===== src/design/tpg_pkg.sv =====
// shared types, constants and functions for the test pattern pixel block
package tpg_pkg;

    localparam int MAX_DIMENSION = 4096;
    localparam int COORD_W       = 12;
    localparam int DIM_W         = $clog2(MAX_DIMENSION) + 1;
    localparam int REM_W         = $clog2(MAX_DIMENSION);
    localparam int NUM_W         = COORD_W + 8;
    localparam int DIV_STAGES    = NUM_W;
    localparam int PIPE_STAGES   = DIV_STAGES + 2;
    localparam int CFG_IDX_W     = 2;
    localparam int COLOUR_W      = 32;

    localparam logic [CFG_IDX_W-1:0] REG_PATTERN = 2'd0;
    localparam logic [CFG_IDX_W-1:0] REG_WIDTH   = 2'd1;
    localparam logic [CFG_IDX_W-1:0] REG_HEIGHT  = 2'd2;

    localparam logic [DIM_W-1:0] WIDTH_RESET  = DIM_W'(1920);
    localparam logic [DIM_W-1:0] HEIGHT_RESET = DIM_W'(1080);

    localparam logic [COLOUR_W-1:0] COLOUR_WHITE = 32'hFFFF_FFFF;
    localparam logic [COLOUR_W-1:0] COLOUR_BLACK = 32'hFF00_0000;
    localparam logic [COLOUR_W-1:0] COLOUR_ZERO  = 32'h0000_0000;
    localparam logic [7:0]          ALPHA_OPAQUE = 8'hFF;
    localparam logic [7:0]          BLUE_MID     = 8'd128;

    typedef enum logic [1:0] {
        PAT_BARS,
        PAT_GRADIENT,
        PAT_CHECKER,
        PAT_SOLID
    } t_pattern;

    // zero acts as one, oversize clamps to the maximum
    function automatic logic [DIM_W-1:0] eff_dim(input logic [DIM_W-1:0] v);
        logic [DIM_W-1:0] res;
        res = v;
        if (v == '0) begin
            res = DIM_W'(1);
        end else if (v > DIM_W'(MAX_DIMENSION)) begin
            res = DIM_W'(MAX_DIMENSION);
        end
        return res;
    endfunction

    function automatic logic [COLOUR_W-1:0] bar_colour(input logic [2:0] idx);
        logic [COLOUR_W-1:0] res;
        case (idx)
            3'd0:    res = 32'hFFFF_FFFF;
            3'd1:    res = 32'hFFFF_FF00;
            3'd2:    res = 32'hFF00_FFFF;
            3'd3:    res = 32'hFF00_FF00;
            3'd4:    res = 32'hFFFF_00FF;
            3'd5:    res = 32'hFFFF_0000;
            3'd6:    res = 32'hFF00_00FF;
            default: res = 32'hFF00_0000;
        endcase
        return res;
    endfunction

endpackage


===== src/design/tpg_div_lane.sv =====
// pipelined restoring divider lane, one quotient bit per stage
module tpg_div_lane (
    input  logic                              i_clk,
    input  logic [tpg_pkg::DIV_STAGES-1:0]    i_en,
    input  logic [tpg_pkg::NUM_W-1:0]         i_num,
    input  logic [tpg_pkg::DIM_W-1:0]         i_den,
    output logic [tpg_pkg::NUM_W-1:0]         o_quot
);

    logic [tpg_pkg::NUM_W-1:0] r_num [tpg_pkg::DIV_STAGES];
    logic [tpg_pkg::REM_W-1:0] r_rem [tpg_pkg::DIV_STAGES];
    logic [tpg_pkg::NUM_W-1:0] n_num [tpg_pkg::DIV_STAGES];
    logic [tpg_pkg::REM_W-1:0] n_rem [tpg_pkg::DIV_STAGES];
    logic [tpg_pkg::NUM_W-1:0] src_num [tpg_pkg::DIV_STAGES];
    logic [tpg_pkg::REM_W-1:0] src_rem [tpg_pkg::DIV_STAGES];
    logic [tpg_pkg::DIM_W-1:0] trial [tpg_pkg::DIV_STAGES];
    logic [tpg_pkg::DIV_STAGES-1:0] fits;

    always_comb begin
        for (int j = 0; j < tpg_pkg::DIV_STAGES; j++) begin
            if (j == 0) begin
                src_num[j] = i_num;
                src_rem[j] = '0;
            end else begin
                src_num[j] = r_num[j-1];
                src_rem[j] = r_rem[j-1];
            end
            trial[j] = {src_rem[j], src_num[j][tpg_pkg::NUM_W-1]};
            fits[j]  = (trial[j] >= i_den);
            if (fits[j]) begin
                n_rem[j] = tpg_pkg::REM_W'(trial[j] - i_den);
            end else begin
                n_rem[j] = trial[j][tpg_pkg::REM_W-1:0];
            end
            n_num[j] = {src_num[j][tpg_pkg::NUM_W-2:0], fits[j]};
        end
    end

    always_ff @(posedge i_clk) begin
        for (int j = 0; j < tpg_pkg::DIV_STAGES; j++) begin
            if (i_en[j]) begin
                r_num[j] <= n_num[j];
                r_rem[j] <= n_rem[j];
            end
        end
    end

    assign o_quot = r_num[tpg_pkg::DIV_STAGES-1];

endmodule


===== src/design/video_test_pattern_pixel_top.sv =====
// test pattern pixel generator top level: config registers, pipeline control, colour stage
//
//  channel   direction  handshake                          payload
//  s_axis    in         i_s_axis_tvalid / o_s_axis_tready   column, row
//  m_axis    out        o_m_axis_tvalid / i_m_axis_tready   pixel_color
//  cfg       in         i_cfg_valid / o_cfg_ready           register index, data
//
//  one pixel per cycle sustained while the output accepts; stages: an input register,
//  twenty divider stages (one quotient bit each) and the colour register
//  each stage has its own valid bit and loads when empty or when the next one moves,
//  so bubbles close up and a stall at the output holds data without loss
//  synchronous active-low reset clears valid bits and sets the register defaults
module video_test_pattern_pixel_top (
    input  logic                             i_clk,
    input  logic                             i_rst_n,
    input  logic                             i_s_axis_tvalid,
    output logic                             o_s_axis_tready,
    input  logic [23:0]                      i_s_axis_tdata,   // column [11:0], row [23:12]
    output logic                             o_m_axis_tvalid,
    input  logic                             i_m_axis_tready,
    output logic [31:0]                      o_m_axis_tdata,   // pixel_color [31:0]
    input  logic                             i_cfg_valid,
    output logic                             o_cfg_ready,
    input  logic [tpg_pkg::CFG_IDX_W-1:0]    i_cfg_index,
    input  logic [tpg_pkg::DIM_W-1:0]        i_cfg_data
);

    localparam int NST   = tpg_pkg::PIPE_STAGES;
    localparam int CNT_W = $clog2(NST + 1);

    tpg_pkg::t_pattern             r_pattern;
    logic [tpg_pkg::DIM_W-1:0]     r_width;
    logic [tpg_pkg::DIM_W-1:0]     r_height;

    logic [NST-1:0]                r_valid;
    logic [NST-1:0]                en;
    logic [NST-2:0]                r_chk;
    logic [tpg_pkg::NUM_W-1:0]     r_num_a;
    logic [tpg_pkg::NUM_W-1:0]     r_num_b;
    logic [tpg_pkg::NUM_W-1:0]     n_num_a;
    logic [tpg_pkg::NUM_W-1:0]     n_num_b;
    logic [tpg_pkg::NUM_W-1:0]     quot_a;
    logic [tpg_pkg::NUM_W-1:0]     quot_b;
    logic [tpg_pkg::COLOUR_W-1:0]  r_colour;
    logic [tpg_pkg::COLOUR_W-1:0]  n_colour;
    logic [CNT_W-1:0]              r_cnt;

    logic [tpg_pkg::COORD_W-1:0]   col;
    logic [tpg_pkg::COORD_W-1:0]   row;
    logic                          in_acc;
    logic                          out_acc;

    assign col     = i_s_axis_tdata[tpg_pkg::COORD_W-1:0];
    assign row     = i_s_axis_tdata[2*tpg_pkg::COORD_W-1:tpg_pkg::COORD_W];
    assign in_acc  = i_s_axis_tvalid && o_s_axis_tready;
    assign out_acc = o_m_axis_tvalid && i_m_axis_tready;

    // configuration registers hold effective dimensions
    assign o_cfg_ready = 1'b1;

    always_ff @(posedge i_clk) begin
        if (!i_rst_n) begin
            r_pattern <= tpg_pkg::PAT_BARS;
            r_width   <= tpg_pkg::WIDTH_RESET;
            r_height  <= tpg_pkg::HEIGHT_RESET;
        end else if (i_cfg_valid && o_cfg_ready) begin
            case (i_cfg_index)
                tpg_pkg::REG_PATTERN: r_pattern <= tpg_pkg::t_pattern'(i_cfg_data[1:0]);
                tpg_pkg::REG_WIDTH:   r_width   <= tpg_pkg::eff_dim(i_cfg_data);
                tpg_pkg::REG_HEIGHT:  r_height  <= tpg_pkg::eff_dim(i_cfg_data);
                default: ;
            endcase
        end
    end

    // stage enables, from the output back
    always_comb begin
        en[NST-1] = !r_valid[NST-1] || i_m_axis_tready;
        for (int k = NST - 2; k >= 0; k--) begin
            en[k] = !r_valid[k] || en[k+1];
        end
    end

    assign o_s_axis_tready = en[0];

    always_ff @(posedge i_clk) begin
        if (!i_rst_n) begin
            r_valid <= '0;
        end else begin
            for (int k = 0; k < NST; k++) begin
                if (en[k]) begin
                    r_valid[k] <= (k == 0) ? i_s_axis_tvalid : r_valid[k-1];
                end
            end
        end
    end

    // numerators: column*8 for bars, column*255 for red, row*255 for green
    always_comb begin
        if (r_pattern == tpg_pkg::PAT_BARS) begin
            n_num_a = tpg_pkg::NUM_W'({col, 3'b000});
        end else begin
            n_num_a = {col, 8'h00} - tpg_pkg::NUM_W'(col);
        end
        n_num_b = {row, 8'h00} - tpg_pkg::NUM_W'(row);
    end

    always_ff @(posedge i_clk) begin
        if (en[0]) begin
            r_num_a  <= n_num_a;
            r_num_b  <= n_num_b;
            r_chk[0] <= col[6] ^ row[6];
        end
        for (int k = 1; k < NST - 1; k++) begin
            if (en[k]) begin
                r_chk[k] <= r_chk[k-1];
            end
        end
    end

    tpg_div_lane u_div_x (
        .i_clk  (i_clk),
        .i_en   (en[NST-2:1]),
        .i_num  (r_num_a),
        .i_den  (r_width),
        .o_quot (quot_a)
    );

    tpg_div_lane u_div_y (
        .i_clk  (i_clk),
        .i_en   (en[NST-2:1]),
        .i_num  (r_num_b),
        .i_den  (r_height),
        .o_quot (quot_b)
    );

    always_comb begin
        case (r_pattern)
            tpg_pkg::PAT_BARS: begin
                if (quot_a[tpg_pkg::NUM_W-1:3] != '0) begin
                    n_colour = tpg_pkg::COLOUR_BLACK;
                end else begin
                    n_colour = tpg_pkg::bar_colour(quot_a[2:0]);
                end
            end
            tpg_pkg::PAT_GRADIENT: begin
                n_colour = {tpg_pkg::ALPHA_OPAQUE, quot_a[7:0], quot_b[7:0],
                            tpg_pkg::BLUE_MID};
            end
            tpg_pkg::PAT_CHECKER: begin
                n_colour = r_chk[NST-2] ? tpg_pkg::COLOUR_BLACK : tpg_pkg::COLOUR_WHITE;
            end
            default: begin
                n_colour = tpg_pkg::COLOUR_ZERO;
            end
        endcase
    end

    always_ff @(posedge i_clk) begin
        if (en[NST-1]) begin
            r_colour <= n_colour;
        end
    end

    assign o_m_axis_tvalid = r_valid[NST-1];
    assign o_m_axis_tdata  = r_colour;

    // transactions in flight
    always_ff @(posedge i_clk) begin
        if (!i_rst_n) begin
            r_cnt <= '0;
        end else begin
            r_cnt <= r_cnt + CNT_W'(in_acc) - CNT_W'(out_acc);
        end
    end

    a_in_flight: assert property (@(posedge i_clk) disable iff (!i_rst_n)
        r_cnt == CNT_W'($countones(r_valid)))
        else $error("in-flight count disagrees with stage valid bits");

    a_accept_lands: assert property (@(posedge i_clk) disable iff (!i_rst_n)
        in_acc |=> r_valid[0])
        else $error("accepted transaction missing from input stage");

    a_reset_empty: assert property (@(posedge i_clk)
        !i_rst_n |=> !o_m_axis_tvalid && !r_valid[0])
        else $error("pipeline not empty after reset");

endmodule

===== config.mk =====
export PLATFORM = sky130hd
export DESIGN_NAME = video_test_pattern_pixel_top
export DESIGN_NICKNAME = d
export VERILOG_FILES = /design/src/design/tpg_pkg.sv /design/src/design/tpg_div_lane.sv /design/src/design/video_test_pattern_pixel_top.sv
export SDC_FILE = /design/constraint.sdc
export NUM_CORES = 2
export LEC_CHECK = 0
export ABC_AREA = 1
export BUFFER_PORTS_ARGS = -buffer_cell sky130_fd_sc_hd__buf_2
export CORE_MARGIN = 4
export CORE_UTILIZATION = 63
export CTS_BUF_LIST = sky130_fd_sc_hd__clkbuf_16
export DETAILED_ROUTE_END_ITERATION = 10
export PLACE_DENSITY = 0.77
export SYNTH_ARGS = -nofsm -noshare
export SYNTH_HDL_FRONTEND = slang
export SYNTH_SLANG_ARGS = --single-unit

===== constraint.sdc =====
create_clock -name i_clk -period 10 [get_ports i_clk]
set_clock_uncertainty 0.15 [all_clocks]
set_input_delay 0.5 -clock i_clk [delete_from_list [all_inputs] [get_ports i_clk]]
set_output_delay 0.5 -clock i_clk [all_outputs]
set_load 0.1 [all_outputs]

==> Word level (Yosys, flattened, before mapping) <==
Memory sizes are Yosys's and may differ from the RTL's.
Index checks and enable logic that the tools add are counted.
{ "word_totals": {"reg_bits": 143, "ram_bits": 1280, "inputBits": 44, "output_inout_bits": 35, "wordCells": 287, "n_memories": 4} }
{ "memory_table": {"columns": ["memory", "depth", "word_bits", "rd", "rd_ports_with_merged_regs", "wr", "line_no", "text"], "rows": [
  ["u_div_x.r_num", 20, 20, 20, 0, 20, "tpg_div_lane.sv:10", "logic [tpg_pkg::NUM_W-1:0] r_num [tpg_pkg::DIV_STAGES];"],
  ["u_div_y.r_num", 20, 20, 20, 0, 20, "tpg_div_lane.sv:10", null],
  ["u_div_x.r_rem", 20, 12, 19, 0, 20, "tpg_div_lane.sv:11", "logic [tpg_pkg::REM_W-1:0] r_rem [tpg_pkg::DIV_STAGES];"],
  ["u_div_y.r_rem", 20, 12, 19, 0, 20, "tpg_div_lane.sv:11", null]
]} }
{ "classes": {"n_addsub": 42, "n_lt_le_gt_ge": 41, "n_eq_ne": 10, "n_mux": 87, "bitwise": 1, "n_reduce_logical": 52} }
{ "ops": {"columns": ["op", "n"], "rows": [
  ["13-bit >= comparator", 38],
  ["12-bit 2-to-1 mux", 40],
  ["12-bit subtractor", 38],
  ["24-bit case mux with 7 select lines", 1],
  ["32-bit case mux with 3 select lines", 1],
  ["24-bit 2-to-1 mux", 2],
  ["1-bit 2-to-1 mux", 40],
  ["20-bit by 12-bit subtractor with 20-bit output", 2],
  ["1-bit by 13-bit >= comparator with 1-bit output", 2],
  ["13-bit 2-to-1 mux", 2],
  ["1-bit by 12-bit subtractor with 12-bit output", 2],
  ["1-bit zero test", 22],
  ["1-bit logical OR", 22],
  ["17-bit nonzero test", 1],
  ["15-bit 2-to-1 mux", 1],
  ["13-bit greater-than comparator (second input constant)", 1],
  ["13-bit zero test", 1],
  ["3-bit equality test (second input constant)", 3],
  ["3-bit by 2-bit equality test with 1-bit output (second input constant)", 2],
  ["2-bit AND reduction", 3],
  ["2-bit by 1-bit equality test with 1-bit output (second input constant)", 2],
  ["2-bit equality test (second input constant)", 2],
  ["2-bit zero test", 2],
  ["3-bit by 1-bit equality test with 1-bit output (second input constant)", 1],
  ["2 further kinds", 2]
]} }

==> Longest topological paths before layout <==
{ "logic_depth": {"ltp_word": 24, "mapped_depth": 17, "mapped_depth_nobuf": 16} }

==> Cells and area by module <==
A second synthesis with hierarchy kept.
{ "unflattened": {"hier_cells": 8480, "area_unflattened_um2": 80852.5} }
{ "by_module_without_submodules": {"columns": ["module", "n_inst", "cells_each", "area_each_um2", "seq_area_each_um2"], "rows": [
  ["tpg_div_lane (u_div_x)", 1, 3958, 37593.6, 18858.1],
  ["tpg_div_lane (u_div_y)", 1, 3955, 37569.8, 18858.1],
  ["video_test_pattern_pixel_top", 1, 567, 5689.2, 3403.3]
]} }

==> Worst setup path after synthesis <==
Ideal clock, no wire load.
{ "synth_path": {"kind": "reg-to-reg", "startpoint": "register r_valid[21]", "endpoint": "register r_chk[0] (enable)", "setup_time_ns": 0.784, "arrival_ns": 7.202, "t_required_ns": 9.066, "path_slack_ns": 1.864, "path_stages_with_launch": 12, "n_path_buf": 0, "synth_period_minus_slack_ns": 8.136, "path_cell_list": "dfxtp_1 nand3_2 nor2_4 nand4_4 nor2_4 nand4_4 nor2_4 nand4_4 nor2_4 nand4_4 nor2_4 nand4_2"} }
{ "synth_via": {"elab_chain_len": 23} }
{ "synth_lines": {"columns": ["item", "line_no", "text"], "rows": [
  ["start: declaration", "video_test_pattern_pixel_top.sv:35", "logic [NST-1:0] r_valid;"],
  ["start signal: indexed assignment", "video_test_pattern_pixel_top.sv:92", "r_valid[k] <= (k == 0) ? i_s_axis_tvalid : r_valid[k-1];"],
  ["1-bit zero test", "video_test_pattern_pixel_top.sv:78", "en[NST-1] = !r_valid[NST-1] || i_m_axis_tready;"],
  ["1-bit logical OR", "video_test_pattern_pixel_top.sv:78", null],
  ["1-bit logical OR", "video_test_pattern_pixel_top.sv:80", "en[k] = !r_valid[k] || en[k+1];"],
  ["net en[20]", "video_test_pattern_pixel_top.sv:36", "logic [NST-1:0] en;"],
  ["1-bit logical OR (4 in series)", "video_test_pattern_pixel_top.sv:80", null],
  ["net en[16]", "video_test_pattern_pixel_top.sv:36", null],
  ["1-bit logical OR (4 in series)", "video_test_pattern_pixel_top.sv:80", null],
  ["net en[12]", "video_test_pattern_pixel_top.sv:36", null],
  ["1-bit logical OR (4 in series)", "video_test_pattern_pixel_top.sv:80", null],
  ["net en[8]", "video_test_pattern_pixel_top.sv:36", null],
  ["1-bit logical OR (4 in series)", "video_test_pattern_pixel_top.sv:80", null],
  ["net en[4]", "video_test_pattern_pixel_top.sv:36", null],
  ["1-bit logical OR (4 in series)", "video_test_pattern_pixel_top.sv:80", null],
  ["net o_s_axis_tready", "video_test_pattern_pixel_top.sv:17", "output logic o_s_axis_tready,"],
  ["end signal: assignment", "video_test_pattern_pixel_top.sv:112", "r_chk[0] <= col[6] ^ row[6];"],
  ["end signal: indexed assignment", "video_test_pattern_pixel_top.sv:116", "r_chk[k] <= r_chk[k-1];"],
  ["end: declaration", "video_test_pattern_pixel_top.sv:37", "logic [NST-2:0] r_chk;"]
]} }
The timed path passes the listed nets, and every way through them passes these cells.
A chain may end at the register's enable or synchronous reset.

==> Worst setup path after layout <==
{ "layout_path": {"startpoint": "register r_valid[21]", "endpoint": "output o_s_axis_tready"} }
{ "layout_via": {"elab_chain_len": 23} }
{ "layout_lines": {"columns": ["item", "line_no"], "rows": [
  ["1-bit zero test", "video_test_pattern_pixel_top.sv:78"],
  ["1-bit logical OR", "video_test_pattern_pixel_top.sv:78"],
  ["1-bit logical OR", "video_test_pattern_pixel_top.sv:80"],
  ["net en[20]", "video_test_pattern_pixel_top.sv:36"],
  ["1-bit logical OR (4 in series)", "video_test_pattern_pixel_top.sv:80"],
  ["net en[16]", "video_test_pattern_pixel_top.sv:36"],
  ["1-bit logical OR (4 in series)", "video_test_pattern_pixel_top.sv:80"],
  ["net en[12]", "video_test_pattern_pixel_top.sv:36"],
  ["1-bit logical OR (4 in series)", "video_test_pattern_pixel_top.sv:80"],
  ["net en[8]", "video_test_pattern_pixel_top.sv:36"],
  ["1-bit logical OR (4 in series)", "video_test_pattern_pixel_top.sv:80"],
  ["net en[4]", "video_test_pattern_pixel_top.sv:36"],
  ["1-bit logical OR (4 in series)", "video_test_pattern_pixel_top.sv:80"],
  ["end: declaration", "video_test_pattern_pixel_top.sv:17"]
]} }
The timed path passes the listed nets, and every way through them passes these cells.

==> impl_metrics.toml <==
[place]
place_area_um2 = 64050
place.detailed.hpwl_mm = 85.52
pre_cts_slack_ns = 3.432
gp_congestion = 0.8818
portBuffers = 77

[yosys]
synth.yosys.seq_area_share = 0.5766
postSynth.topFlopCell = "sky130_fd_sc_hd__edfxtp_1"
synth.top_cells.by_area = "sky130_fd_sc_hd__edfxtp_1 (56%), sky130_fd_sc_hd__ha_1 (10%), sky130_fd_sc_hd__a21oi_1 (5.5%)"
netlist.top_cell.by_area = "sky130_fd_sc_hd__edfxtp_1"
yosys_warnings = 0
mappedNetlistArea_um2 = 62250
synth_largest_type_area_fraction = 0.5606
synth_top_cells_by_count = "sky130_fd_sc_hd__edfxtp_1 (1162), sky130_fd_sc_hd__nand2_1 (808), sky130_fd_sc_hd__a21oi_1 (685)"
edff_count_synth = 1162
synth.lib_cells_used.distinct = 55
mappedNetlistNets = 6238
synth_seq_cells = 1212
synth_most_common_cell = "sky130_fd_sc_hd__edfxtp_1"
synthCells = 5650
avgSynthCellArea_um2 = 11.02
postSynth.asyncResetShare = 0

[clock_network]
ctsHtreeMaxLevel = 3
clock_path_buffers = 3
cts_post_setup_buffers_inserted = 0
worst_setup_hold_path_clk_slew_ns = 0.06
tritoncts_clock_tree = "built"
number_of_buffers_inserted_during_clock_tree_synthesis = 119
clkSinkCount = 1212
post_cts_resize_count = 0
root_buffer = "sky130_fd_sc_hd__clkbuf_16"
clk-insertion-delay-late_ns = 0.69

[global_route]
antenna_found_initial = 3
gr-usage-all-layers = 0.2427
grt_max_degree = 64
grt_pass1_wl_mm = 203.2
grt_overflow_total = 0
grt_pass1_vias = 41310

[floorplanning]
fp.dieArea_um2 = 103900
placement_rows = 115
core-area_um2 = 98280
fp.dieW_um = 322.3
dieHeight_um = 322.3
count_of_pins_on_the_block_boundary = 79
floorplan.initialDensity = 0.6334

[sta]
relSlewSlack = 0.2055
final_critical_path_setup_slack_ns = 3.046
finalCriticalPeriod_ns = 6.954
hold_viol_final = 0
drv_slew = 0
final.setup.tns_ns = 0
min_period_over_period = 0.6954
rsz0062_at_grt = "no"
achievable_clock_frequency_mhz = 143.8
setup_viol = 0
max_slew.worst_pin.slew_ns = 1.190

[power]
p_leak_nw = 29.10
worst_ir_drop_vdd_v = 0.0001673
pwr-share-clk = 0.244
power.switching_fraction = 0.3394
power_density_nw_per_um2 = 267.3
seq_power_share = 0.421
p_sw_mw = 6.189
power.internal_mw = 12.05
pwr-share-comb = 0.335

[cells_and_area]
areaGrowthSynthToFinish_pct = 9.586
drive_gt1_frac = 0.05979
design.final.nets = 6390
postLayoutCellArea_um2 = 68220

[worst_setup_path]
critPathSlowestCell = "sky130_fd_sc_hd__nand4_4"
worst-path-max-fanout = 63
worst_path_most_repeated_cell = "sky130_fd_sc_hd__nor2_4"
cp_slowest_stage_delay_ns = 0.74
worstPathCellList = "nand3_2, nor2_4, nand4_4, buf_4, nor2_4, nand4_4, nor2_4, nand4_4, buf_4, nor2_4, nand4_4, buf_4, nor2_4, nand4_2, buf_4, buf_2"
critical_path_start_type = "flip-flop"
critPathKind = "reg2out"
cp_data_required_time_ns = 9.35
crit_buf_inv = 5
timing.critical_path.max_delay_family = "simple AND/OR/NAND/NOR gates"
cp_data_arrival_time_ns = 6.30
critPathCaptureType = "output port"

[route]
postRouteAntennaNets = 0
detail_routed_net_length_per_standard_cell_um = 17.63
drc_errors = 0
routed_via_count = 41520
wl_mm = 126.8
drt_iter0_drc = 3220
routed_via_density = 5.773
first_pass_iters = 6

[run]
number_of_violations_of_the_max_capacitance_limit = 0

[outcome]
run_status = "finished clean"

[min_path]
min-delay-path-class = "in2reg"
[flip-flops by register name, summed over array words and instances (netlist names)]
register	cells
r_valid	22
r_chk	21
o_m_axis_tdata	19
u_div_x.r_rem	228
r_pattern	2
r_width	13
u_div_y.r_rem	228
u_div_y.r_num	226
r_num_a	20
r_num_b	20
u_div_x.r_num	400
r_height	13
[cell families (layout without fill, tap and decap cells)]
group / after synthesis / in the layout / share of synthesized area
flops: 1212 / 1212 / 0.5766
compound gates: 1226 / 1226 / 0.1086
buf+inv: 586 / 840 / 0.03696
xor+xnor: 357 / 357 / 0.05023
fa+ha+maj: 544 / 544 / 0.1137
other cells: 1 / 2 / 0.00006024
simple gates: 1724 / 1724 / 0.1138
[placed cells by master (no fill, tap or decap), types with 44 or more instances in the layout]
cell	instances
sky130_fd_sc_hd__a21o_1	44
sky130_fd_sc_hd__a21oi_1	685
sky130_fd_sc_hd__buf_2	77
sky130_fd_sc_hd__clkbuf_16	124
sky130_fd_sc_hd__dfxtp_1	47
sky130_fd_sc_hd__edfxtp_1	1162
sky130_fd_sc_hd__ha_1	508
sky130_fd_sc_hd__inv_1	477
sky130_fd_sc_hd__nand2_1	803
sky130_fd_sc_hd__nand3_1	189
sky130_fd_sc_hd__nor2_1	588
sky130_fd_sc_hd__nor3_1	75
sky130_fd_sc_hd__o21ai_0	355
sky130_fd_sc_hd__xnor2_1	174
sky130_fd_sc_hd__xor2_1	183
[power groups by stage]
| stage | combinational [mW] | clock [mW] | sequential (mW) |
|---|---|---|---|
| 4_1_cts | 6.05 | 4.54 | 7.67 |
| 6_report | 6.11 | 4.46 | 7.67 |
| 3_3_place_gp | 5.76 | 0 | 7.70 |
| 2_1_floorplan | 4.78 | 0 | 7.56 |
| 3_5_place_dp | 5.96 | 0 | 7.75 |
| 5_1_grt | 6.91 | 4.78 | 7.76 |
[worst register-to-register path, cell delays in order (launching register included)]
cell and delay, ns:
sky130_fd_sc_hd__dfxtp_1 0.37, sky130_fd_sc_hd__nand3_2 0.61, sky130_fd_sc_hd__nor2_4 0.37, sky130_fd_sc_hd__nand4_4 0.10, sky130_fd_sc_hd__buf_4 0.35, sky130_fd_sc_hd__nor2_4 0.24
sky130_fd_sc_hd__nand4_4 0.74, sky130_fd_sc_hd__nor2_4 0.51, sky130_fd_sc_hd__nand4_4 0.12, sky130_fd_sc_hd__buf_4 0.39, sky130_fd_sc_hd__nor2_4 0.24, sky130_fd_sc_hd__nand4_4 0.09
sky130_fd_sc_hd__buf_4 0.37, sky130_fd_sc_hd__nor2_4 0.31, sky130_fd_sc_hd__nand3_2 0.42, sky130_fd_sc_hd__buf_4 0.48
[metal layers]
metal | vias to the layer above | global-route usage | wire length [um]
li1 | 20420 | - | -
met1 | 19600 | 0.3015 | 52450
met2 | 1145 | 0.4286 | 62960
met4 | 0 | 0.09674 | 5113
met3 | 349 | 0.03777 | 6251
met5 | - | 0 | 0
[worst paths after layout]
check                            start                    to  slack (ns)  cells past startpoint
hold reg to reg   u_div_x.r_num[3][28]  u_div_x.r_num[3][49]        0.26                      0
setup reg to reg           r_valid[21]   u_div_y.r_rem[0][5]        3.80                     15
hold / removal       i_s_axis_tdata[8]           r_num_a[11]        0.04                      3
setup / recovery           r_valid[21]       o_s_axis_tready        3.05                     16
[through the flow]
stage / utilization / std cells / hold slack [ns] / power, mW
CTS: 0.6941 / 7191 / 0.005364 / 18.26
detailed placement: 0.6518 / 6947 / 0.2545 / 13.71
finish: 0.6941 / 7192 / 0.04471 / 18.24
global placement: 0.6518 / 6947 / 0.2505 / 13.46
global route: 0.6941 / 7192 / 0.04897 / 19.45
floorplan: - / 5650 / 0.2503 / 12.35
[area by class of cell]
cell class,count,area [um^2]
Sequential cell,1212,35900
Fill cell,6793,30060
Multi-Input combinational cell,3852,24070
Clock buffer,124,3103
Inverter,482,1809
Tap cell,1287,1610
Timing Repair Buffer,135,873.3
Clock inverter,99,848.3
Antenna cell,1,2.502
[what timing repair did]
item | 4_1_cts | 5_1_grt
hold endpoints to repair | 25 | 0
hold buffers | 21 | 0
endpoints found under the setup margin | 0 | 0
No activity file was read; power rests on OpenSTA's default activity.
